===== src/rtl/core/lpg_pkg.sv =====
// Shared constants and types of the line pixel generator.
package lpg_pkg;

   localparam int COORD_BITS_DEFAULT = 8;
   localparam int COLOR_BITS = 16;

   localparam logic KIND_LOAD = 1'b0;
   localparam logic KIND_TICK = 1'b1;

   typedef struct packed {
      logic line_active;
      logic major_dir_neg;
      logic minor_dir_neg;
      logic y_is_major;
   } lpg_ctrl_type;

endpackage


===== src/rtl/core/lpg_if.sv =====
// Valid/ready channel interfaces for the request and response words.
interface lpg_req_if #(
   parameter int COORD_BITS = lpg_pkg::COORD_BITS_DEFAULT
);
   logic                               valid;
   logic                               ready;
   logic                               kind;
   logic [COORD_BITS-1:0]              start_x;
   logic [COORD_BITS-1:0]              start_y;
   logic [COORD_BITS-1:0]              end_x;
   logic [COORD_BITS-1:0]              end_y;
   logic [lpg_pkg::COLOR_BITS-1:0]     line_color;

   modport source (output valid, kind, start_x, start_y, end_x, end_y, line_color,
                   input ready);
   modport sink (input valid, kind, start_x, start_y, end_x, end_y, line_color,
                 output ready);
endinterface

interface lpg_rsp_if #(
   parameter int COORD_BITS = lpg_pkg::COORD_BITS_DEFAULT
);
   logic                               valid;
   logic                               ready;
   logic                               pixel_valid;
   logic [COORD_BITS-1:0]              pixel_x;
   logic [COORD_BITS-1:0]              pixel_y;
   logic [lpg_pkg::COLOR_BITS-1:0]     pixel_rgb;
   logic                               last_pixel;

   modport source (output valid, pixel_valid, pixel_x, pixel_y, pixel_rgb, last_pixel,
                   input ready);
   modport sink (input valid, pixel_valid, pixel_x, pixel_y, pixel_rgb, last_pixel,
                 output ready);
endinterface


===== src/rtl/core/line_pixel_generator.sv =====
// Top level of the line pixel generator.
//
// Requests arrive as words on req_port. A load word (kind low) sets up a new line from
// its start point, end point and colour and returns nothing; it replaces any line that
// is still being drawn. A tick word (kind high) returns exactly one word on rsp_port:
// the next pixel of the active line, or a word with pixel_valid low when no line is
// active. The end point is not drawn, so a line whose start equals its end yields no
// pixels. last_pixel marks the final pixel, after which the line is no longer active.
// Each word is handled by the combinational step logic; the response appears in the
// output register in the cycle after the tick is accepted. One word is accepted in every
// cycle, set by the single response register: the block takes a new word whenever that
// register is empty or is being read in the same cycle, so it stalls only while a
// response waits and the receiver holds ready low.
// Synchronous reset clears the active-line flag and empties the response register.
module line_pixel_generator #(
   parameter int COORD_BITS = lpg_pkg::COORD_BITS_DEFAULT
) (
   input logic       clock,
   input logic       reset,
   lpg_req_if.sink   req_port,
   lpg_rsp_if.source rsp_port
);
   import lpg_pkg::*;

   localparam int ERR_BITS = COORD_BITS + 2;

   lpg_ctrl_type                 ctrl_ff, ctrl_in;
   logic [COORD_BITS-1:0]        major_pos_ff, major_pos_in;
   logic [COORD_BITS-1:0]        minor_pos_ff, minor_pos_in;
   logic [COORD_BITS-1:0]        major_stop_ff, major_stop_in;
   logic [COORD_BITS-1:0]        major_delta_ff, major_delta_in;
   logic [COORD_BITS-1:0]        minor_delta_ff, minor_delta_in;
   logic signed [ERR_BITS-1:0]   error_acc_ff, error_acc_in;
   logic [COLOR_BITS-1:0]        color_ff, color_in;

   logic                         rsp_valid_ff, rsp_valid_in;
   logic                         pixel_valid_ff, pixel_valid_in;
   logic [COORD_BITS-1:0]        pixel_x_ff, pixel_x_in;
   logic [COORD_BITS-1:0]        pixel_y_ff, pixel_y_in;
   logic [COLOR_BITS-1:0]        pixel_rgb_ff, pixel_rgb_in;
   logic                         last_pixel_ff, last_pixel_in;

   logic                         req_ready;
   logic                         req_accept;
   logic                         load_accept;
   logic                         tick_accept;
   logic                         flip_x, flip_y;
   logic [COORD_BITS-1:0]        delta_x, delta_y;

   logic [COORD_BITS-1:0]        step_x, step_y;
   logic                         step_last;
   logic [COORD_BITS-1:0]        step_major_pos, step_minor_pos;
   logic signed [ERR_BITS-1:0]   step_error_acc;

   assign req_ready = !rsp_valid_ff || rsp_port.ready;
   assign req_port.ready = req_ready;
   assign req_accept = req_port.valid && req_ready;
   assign load_accept = req_accept && (req_port.kind == KIND_LOAD);
   assign tick_accept = req_accept && (req_port.kind == KIND_TICK);

   assign rsp_port.valid = rsp_valid_ff;
   assign rsp_port.pixel_valid = pixel_valid_ff;
   assign rsp_port.pixel_x = pixel_x_ff;
   assign rsp_port.pixel_y = pixel_y_ff;
   assign rsp_port.pixel_rgb = pixel_rgb_ff;
   assign rsp_port.last_pixel = last_pixel_ff;

   lpg_step #(
      .COORD_BITS(COORD_BITS)
   ) u_step (
      .ctrl           (ctrl_ff),
      .major_pos      (major_pos_ff),
      .minor_pos      (minor_pos_ff),
      .major_stop     (major_stop_ff),
      .major_delta    (major_delta_ff),
      .minor_delta    (minor_delta_ff),
      .error_acc      (error_acc_ff),
      .pixel_x        (step_x),
      .pixel_y        (step_y),
      .last_pixel     (step_last),
      .next_major_pos (step_major_pos),
      .next_minor_pos (step_minor_pos),
      .next_error_acc (step_error_acc)
   );

   always_comb begin
      flip_x = req_port.end_x < req_port.start_x;
      flip_y = req_port.end_y < req_port.start_y;
      delta_x = flip_x ? req_port.start_x - req_port.end_x : req_port.end_x - req_port.start_x;
      delta_y = flip_y ? req_port.start_y - req_port.end_y : req_port.end_y - req_port.start_y;

      ctrl_in = ctrl_ff;
      major_pos_in = major_pos_ff;
      minor_pos_in = minor_pos_ff;
      major_stop_in = major_stop_ff;
      major_delta_in = major_delta_ff;
      minor_delta_in = minor_delta_ff;
      error_acc_in = error_acc_ff;
      color_in = color_ff;

      if (load_accept) begin
         if (delta_y <= delta_x) begin
            ctrl_in.y_is_major = 1'b0;
            major_pos_in = req_port.start_x;
            major_stop_in = req_port.end_x;
            minor_pos_in = req_port.start_y;
            major_delta_in = delta_x;
            minor_delta_in = delta_y;
            ctrl_in.major_dir_neg = flip_x;
            ctrl_in.minor_dir_neg = flip_y;
         end else begin
            ctrl_in.y_is_major = 1'b1;
            major_pos_in = req_port.start_y;
            major_stop_in = req_port.end_y;
            minor_pos_in = req_port.start_x;
            major_delta_in = delta_y;
            minor_delta_in = delta_x;
            ctrl_in.major_dir_neg = flip_y;
            ctrl_in.minor_dir_neg = flip_x;
         end
         color_in = req_port.line_color;
         error_acc_in = '0;
         ctrl_in.line_active = (delta_x != '0) || (delta_y != '0);
      end else if (tick_accept && ctrl_ff.line_active) begin
         major_pos_in = step_major_pos;
         minor_pos_in = step_minor_pos;
         error_acc_in = step_error_acc;
         ctrl_in.line_active = !step_last;
      end
   end

   always_comb begin
      rsp_valid_in = rsp_valid_ff && !rsp_port.ready;
      pixel_valid_in = pixel_valid_ff;
      pixel_x_in = pixel_x_ff;
      pixel_y_in = pixel_y_ff;
      pixel_rgb_in = pixel_rgb_ff;
      last_pixel_in = last_pixel_ff;
      if (tick_accept) begin
         rsp_valid_in = 1'b1;
         if (ctrl_ff.line_active) begin
            pixel_valid_in = 1'b1;
            pixel_x_in = step_x;
            pixel_y_in = step_y;
            pixel_rgb_in = color_ff;
            last_pixel_in = step_last;
         end else begin
            pixel_valid_in = 1'b0;
            pixel_x_in = '0;
            pixel_y_in = '0;
            pixel_rgb_in = '0;
            last_pixel_in = 1'b0;
         end
      end
   end

   always_ff @(posedge clock) begin
      if (reset) begin
         ctrl_ff <= '0;
         rsp_valid_ff <= 1'b0;
      end else begin
         ctrl_ff <= ctrl_in;
         rsp_valid_ff <= rsp_valid_in;
      end
   end

   always_ff @(posedge clock) begin
      major_pos_ff <= major_pos_in;
      minor_pos_ff <= minor_pos_in;
      major_stop_ff <= major_stop_in;
      major_delta_ff <= major_delta_in;
      minor_delta_ff <= minor_delta_in;
      error_acc_ff <= error_acc_in;
      color_ff <= color_in;
      pixel_valid_ff <= pixel_valid_in;
      pixel_x_ff <= pixel_x_in;
      pixel_y_ff <= pixel_y_in;
      pixel_rgb_ff <= pixel_rgb_in;
      last_pixel_ff <= last_pixel_in;
   end

`ifndef SYNTH
   assert property (@(posedge clock) disable iff (reset)
      $rose(rsp_valid_ff) |-> $past(tick_accept))
      else $error("Response appeared without an accepted tick.");

   assert property (@(posedge clock) disable iff (reset)
      tick_accept && ctrl_ff.line_active && step_last |=> !ctrl_ff.line_active)
      else $error("Line still active after its final pixel.");

   assert property (@(posedge clock) disable iff (reset)
      rsp_valid_ff && last_pixel_ff |-> pixel_valid_ff)
      else $error("Final-pixel flag on a word without a pixel.");

   assert property (@(posedge clock) disable iff (reset)
      !rsp_valid_ff |-> req_ready)
      else $error("Request stalled while the response register is empty.");
`endif

endmodule


===== src/rtl/core/lpg_step.sv =====
// One rasteriser step: current pixel and the advanced line state.
module lpg_step #(
   parameter int COORD_BITS = lpg_pkg::COORD_BITS_DEFAULT
) (
   input  lpg_pkg::lpg_ctrl_type          ctrl,
   input  logic [COORD_BITS-1:0]          major_pos,
   input  logic [COORD_BITS-1:0]          minor_pos,
   input  logic [COORD_BITS-1:0]          major_stop,
   input  logic [COORD_BITS-1:0]          major_delta,
   input  logic [COORD_BITS-1:0]          minor_delta,
   input  logic signed [COORD_BITS+1:0]   error_acc,
   output logic [COORD_BITS-1:0]          pixel_x,
   output logic [COORD_BITS-1:0]          pixel_y,
   output logic                           last_pixel,
   output logic [COORD_BITS-1:0]          next_major_pos,
   output logic [COORD_BITS-1:0]          next_minor_pos,
   output logic signed [COORD_BITS+1:0]   next_error_acc
);
   import lpg_pkg::*;

   localparam int ERR_BITS = COORD_BITS + 2;
   localparam int EXT_BITS = COORD_BITS + 4;

   logic signed [EXT_BITS-1:0] err_sum;
   logic signed [EXT_BITS-1:0] err_twice;
   logic signed [EXT_BITS-1:0] major_ext;
   logic signed [EXT_BITS-1:0] err_after;
   logic                       minor_step;

   always_comb begin
      pixel_x = ctrl.y_is_major ? minor_pos : major_pos;
      pixel_y = ctrl.y_is_major ? major_pos : minor_pos;

      major_ext = $signed({{(EXT_BITS-COORD_BITS){1'b0}}, major_delta});
      err_sum = $signed({{(EXT_BITS-ERR_BITS){error_acc[ERR_BITS-1]}}, error_acc})
              + $signed({{(EXT_BITS-COORD_BITS){1'b0}}, minor_delta});
      err_twice = err_sum <<< 1;
      minor_step = err_twice >= major_ext;
      err_after = minor_step ? err_sum - major_ext : err_sum;
      next_error_acc = err_after[ERR_BITS-1:0];

      if (minor_step) begin
         next_minor_pos = ctrl.minor_dir_neg ? minor_pos - 1'b1 : minor_pos + 1'b1;
      end else begin
         next_minor_pos = minor_pos;
      end
      next_major_pos = ctrl.major_dir_neg ? major_pos - 1'b1 : major_pos + 1'b1;
      last_pixel = next_major_pos == major_stop;
   end

endmodule

===== src/flat_wrapper.sv =====
// flat-port wrapper written by rule: the top's interface ports become plain ports
module line_pixel_generator_flat import lpg_pkg::*;
#(
   parameter int COORD_BITS = lpg_pkg::COORD_BITS_DEFAULT
)
  (clock, reset, req_port_valid, req_port_kind, req_port_start_x, req_port_start_y, req_port_end_x, req_port_end_y, req_port_line_color, req_port_ready, rsp_port_valid, rsp_port_pixel_valid, rsp_port_pixel_x, rsp_port_pixel_y, rsp_port_pixel_rgb, rsp_port_last_pixel, rsp_port_ready);
  lpg_req_if #(.COORD_BITS(COORD_BITS)) req_port_i ();
  lpg_rsp_if #(.COORD_BITS(COORD_BITS)) rsp_port_i ();
  input logic clock;
  input logic reset;
  input wire logic [$bits(req_port_i.valid)-1:0] req_port_valid;
  input wire logic [$bits(req_port_i.kind)-1:0] req_port_kind;
  input wire logic [$bits(req_port_i.start_x)-1:0] req_port_start_x;
  input wire logic [$bits(req_port_i.start_y)-1:0] req_port_start_y;
  input wire logic [$bits(req_port_i.end_x)-1:0] req_port_end_x;
  input wire logic [$bits(req_port_i.end_y)-1:0] req_port_end_y;
  input wire logic [$bits(req_port_i.line_color)-1:0] req_port_line_color;
  output wire logic [$bits(req_port_i.ready)-1:0] req_port_ready;
  output wire logic [$bits(rsp_port_i.valid)-1:0] rsp_port_valid;
  output wire logic [$bits(rsp_port_i.pixel_valid)-1:0] rsp_port_pixel_valid;
  output wire logic [$bits(rsp_port_i.pixel_x)-1:0] rsp_port_pixel_x;
  output wire logic [$bits(rsp_port_i.pixel_y)-1:0] rsp_port_pixel_y;
  output wire logic [$bits(rsp_port_i.pixel_rgb)-1:0] rsp_port_pixel_rgb;
  output wire logic [$bits(rsp_port_i.last_pixel)-1:0] rsp_port_last_pixel;
  input wire logic [$bits(rsp_port_i.ready)-1:0] rsp_port_ready;
  assign req_port_i.valid = req_port_valid;
  assign req_port_i.kind = req_port_kind;
  assign req_port_i.start_x = req_port_start_x;
  assign req_port_i.start_y = req_port_start_y;
  assign req_port_i.end_x = req_port_end_x;
  assign req_port_i.end_y = req_port_end_y;
  assign req_port_i.line_color = req_port_line_color;
  assign req_port_ready = req_port_i.ready;
  assign rsp_port_valid = rsp_port_i.valid;
  assign rsp_port_pixel_valid = rsp_port_i.pixel_valid;
  assign rsp_port_pixel_x = rsp_port_i.pixel_x;
  assign rsp_port_pixel_y = rsp_port_i.pixel_y;
  assign rsp_port_pixel_rgb = rsp_port_i.pixel_rgb;
  assign rsp_port_last_pixel = rsp_port_i.last_pixel;
  assign rsp_port_i.ready = rsp_port_ready;
  line_pixel_generator #(.COORD_BITS(COORD_BITS)) u_core (.clock(clock), .reset(reset), .req_port(req_port_i), .rsp_port(rsp_port_i));
endmodule

===== config.mk =====
export PLATFORM = sky130hd
export DESIGN_NAME = line_pixel_generator_flat
export DESIGN_NICKNAME = d
export VERILOG_FILES = /design/src/rtl/core/lpg_pkg.sv /design/src/rtl/core/lpg_if.sv /design/src/rtl/core/line_pixel_generator.sv /design/src/rtl/core/lpg_step.sv /design/src/flat_wrapper.sv
export SDC_FILE = /design/constraint.sdc
export NUM_CORES = 1
export LEC_CHECK = 0
export ABC_AREA = 0
export BUFFER_PORTS_ARGS = -buffer_cell sky130_fd_sc_hd__clkbuf_2
export CORE_AREA = 5 5 122 124
export DETAILED_ROUTE_END_ITERATION = 10
export DIE_AREA = 0 0 127 129
export GPL_ROUTABILITY_DRIVEN = 0
export HOLD_SLACK_MARGIN = 0.02
export PLACE_DENSITY = 0.77
export SLEW_MARGIN = 10
export SYNTH_ARGS = -nofsm -noshare
export SYNTH_HDL_FRONTEND = slang
export SYNTH_SLANG_ARGS = --single-unit

===== constraint.sdc =====
create_clock -name clock -period 4.54 [get_ports clock]
set_input_delay 0.908 -clock clock [delete_from_list [all_inputs] [get_ports clock]]
set_output_delay 0.908 -clock clock [all_outputs]
set_load 0.1 [all_outputs]

==> qor.yml <==
ys_ff_latch: 105
ys_warn_count: 0
clk_latency_ns: 0.35
place_ws_ns: -0.450
synth-xor-area-share_pct: 5.82
port_buffers: 88
ys_seq_area_share_pct: 41.5
synth.area.mux_share_pct: 6.65
drt-pass1-iter-count: 5
synth-compound-area-share_pct: 14.6
finalHoldViolCount: 0
grt_pass1_vias: 5558
critPathKind: "in -> reg"
synth_flop_cell: "edfxtp_1"
place_area_um2: 8360
crit_family: "compound AO/OA/AOI/OAI gates"
synth-edff-count: 90
crit_path_start_kind: "primary input"
layout_common_cells: "90 x edfxtp_1, 88 x clkbuf_2, 73 x ha_1"
worst_setup_path_end_kind: "register"
whs_ns: 0.479
area_growth_pct: 21.0
postLayoutCellArea_um2: 8760
synthTopCellsByArea: "edfxtp_1 37%, ha_1 13%, mux2i_1 5.7%"
worstPathArrival_ns: 4.41
num_vias: 5678
rows: 43
cts_inserted_buffers: 9
synth_cell_types: 63
dieArea_um2: 16400
avgSynthCellArea_um2: 10.1
synth_top_family_by_area: "adder cells"
fin_skew_ns: 0.0103
cts_tree: "yes"
drc: 0
drive_above_1_share_pct: 23.7
p_leak_nw: 3.99
die_width_um: 127
coreArea_um2: 13700
drt-initial-drc-count: 395
clkTransAtPathRegs_ns: 0.07
ir_drop_uv: 286
ios: 89
initial_utilization_pct: 53.0
period_share_pct: 95.9
route.antenna.remaining_nets: 0
final_common_cell: "edfxtp_1"
multiInputGateArea_um2: 3920
clock_path_buffers: 2
cts.sinks: 105
syn-num-nets: 853
finalSetupTns_ns: 0
report.final.slew_viol_count: 0
synth_simple_gate_area_share_pct: 11.1
worstMarginPinSlew_ns: 0.887
max_freq_mhz: 230
synthAdderAreaFrac_pct: 14.8
max-cap-violations: 0
crit_path_max_incr_delay_ns: 0.46
seq_area_um2: 3000
grt_max_degree: 56
status: "finished clean"
n_fill_cell: 1111
die_h_um: 129
cp_slowest_cell: "or4_1"
cp_cell_sequence: "clkbuf_2 -> inv_1 -> ha_1 -> a21o_1 -> or4_1 -> o22ai_2 -> buf_4 -> mux2i_1 -> xor2_1 -> ha_1 -> o21a_1 -> o21a_1 -> o21ai_2 -> a21oi_2 -> o31ai_4 -> buf_6 -> buf_4 -> nand2_1 -> o21ai_0 -> a21oi_1"
wl_per_cell_um: 15.7
nets: 1005
grt_pass1_wl_mm: 26.4
synthCells: 719
synth_top_area_cell: "edfxtp_1"
routed_via_density: 5.38
critPathMaxFanout: 10
crit_required_ns: 4.60
drt_wl_total_mm: 16.5
fin_util_pct: 64.1
critPathBufInv: 5
hpwl_mm: 13.1
syn_area_um2: 7240
power_density_nw_per_um2: 535
setup_viol: 0
async_flop_share_pct: 0
hold_path.class: "reg -> reg"
synth_top_cell_area_share_pct: 37.3
cts.root.buffer_cell: "clkbuf_16"
h-tree-depth: 3
antenna_found_initial: 0
grt-ovfl-total: 0
insertedDiodeCount: 0
setup_ws_ns: 0.188
slew_headroom_pct: 40.8
fin_crit_ns: 4.35
grt_util_all_layers_pct: 20.2
routing by layer:
metal / global-route usage [%] / up-vias / part of all wire [%]
met5: 0 / - / 0
met4: 7.07 / 0 / 1.9
met3: 4.40 / 26 / 6.7
met2: 32.9 / 190 / 46
met1: 26.9 / 2611 / 45
li1: - / 2851 / -
synth_stat cells, types with 4 or more instances:
library cell and n:
a21o_1 10, ha_1 73, a31oi_1 7, o21a_1 11, o21ai_1 10, xor2_1 19, mux2i_1 41, o21ai_0 40
and2_1 20, a21oi_1 53, o22ai_1 4, nor2b_1 7, o21bai_1 6, edfxtp_1 90, xnor2_1 26, dfxtp_1 15
a211oi_1 9, nand2b_1 8, nand3_1 14, fa_1 8, nor3_1 5, inv_1 71, nor2_1 58, clkbuf_1 18
nand2_1 37
registers in the layout, summed over array words and instances (netlist names), 4 cells and up:
name	flops
u_core.color_ff	16
u_core.ctrl_ff	4
u_core.error_acc_ff	10
u_core.major_delta_ff	8
u_core.major_pos_ff	8
u_core.major_stop_ff	8
u_core.minor_delta_ff	8
u_core.minor_pos_ff	8
u_core.rsp_port.pixel_rgb	16
u_core.rsp_port.pixel_x	8
u_core.rsp_port.pixel_y	8
kinds of logic after synthesis:
logic type | after synthesis
simple gates | 167
fa+ha+maj | 81
compound gates | 173
mux | 47
xor+xnor | 46
buf+inv | 100
flops | 105
worst reg2reg max path: stages (launching register included):
cell and delay, ns:
dfxtp_1 0.34, ha_1 0.21, inv_1 0.07, fa_1 0.41, nor2b_1 0.20, o21a_1 0.13, nor2_1 0.04, xnor2_1 0.16
ha_1 0.29, o21ai_0 0.07, a21oi_1 0.16, o31ai_1 0.11, nand3_1 0.11, and2_1 0.42, inv_1 0.08, o21ai_0 0.16
buf_4 0.22
stage by stage:
step	power, mW	std cells
after floorplan	3.26	719
after global placement	3.80	1034
after detailed placement	3.87	1034
after CTS	4.60	1051
after global routing	5.04	1056
final	4.69	1056
final cells by class:
cell class | count | share of cell area [%]
Clock inverter | 5 | 0.357
Tap cell | 180 | 2.57
Clock buffer | 11 | 2.66
Inverter | 74 | 3.33
Sequential cell | 105 | 34.3
Multi-Input combinational cell | 514 | 44.7
Timing Repair Buffer | 167 | 12.1
what timing repair did:
action                                  4_1_cts  5_1_grt
endpoints found under the setup margin        7       43
buffers inserted                              1        5
endpoints found under the hold margin         0        0
pin swaps                                     1        6
resized for setup                             2       20
hold buffers                                  0        0
where the power goes:
part           switching [mW]  internal [mW]  leakage (nW)
clock                   0.331          0.372         0.132
sequential             0.0993           1.26         0.976
combinational            1.45           1.18          2.88
worst paths after layout:
| path | start | to | slack (ns) | depth (start not counted) |
|---|---|---|---|---|
| worst max register to register | u_core.error_acc_ff[0] | u_core.minor_pos_ff[2] | 1.06 | 16 |
| worst max-delay path | req_port_end_x[4] | u_core.major_pos_ff[2] | 0.19 | 20 |
| worst min register to register | u_core.error_acc_ff[4] | u_core.error_acc_ff[4] | 0.48 | 2 |
| worst min-delay path | u_core.error_acc_ff[4] | u_core.error_acc_ff[4] | 0.48 | 2 |
Power figures use the tool's default switching activity.
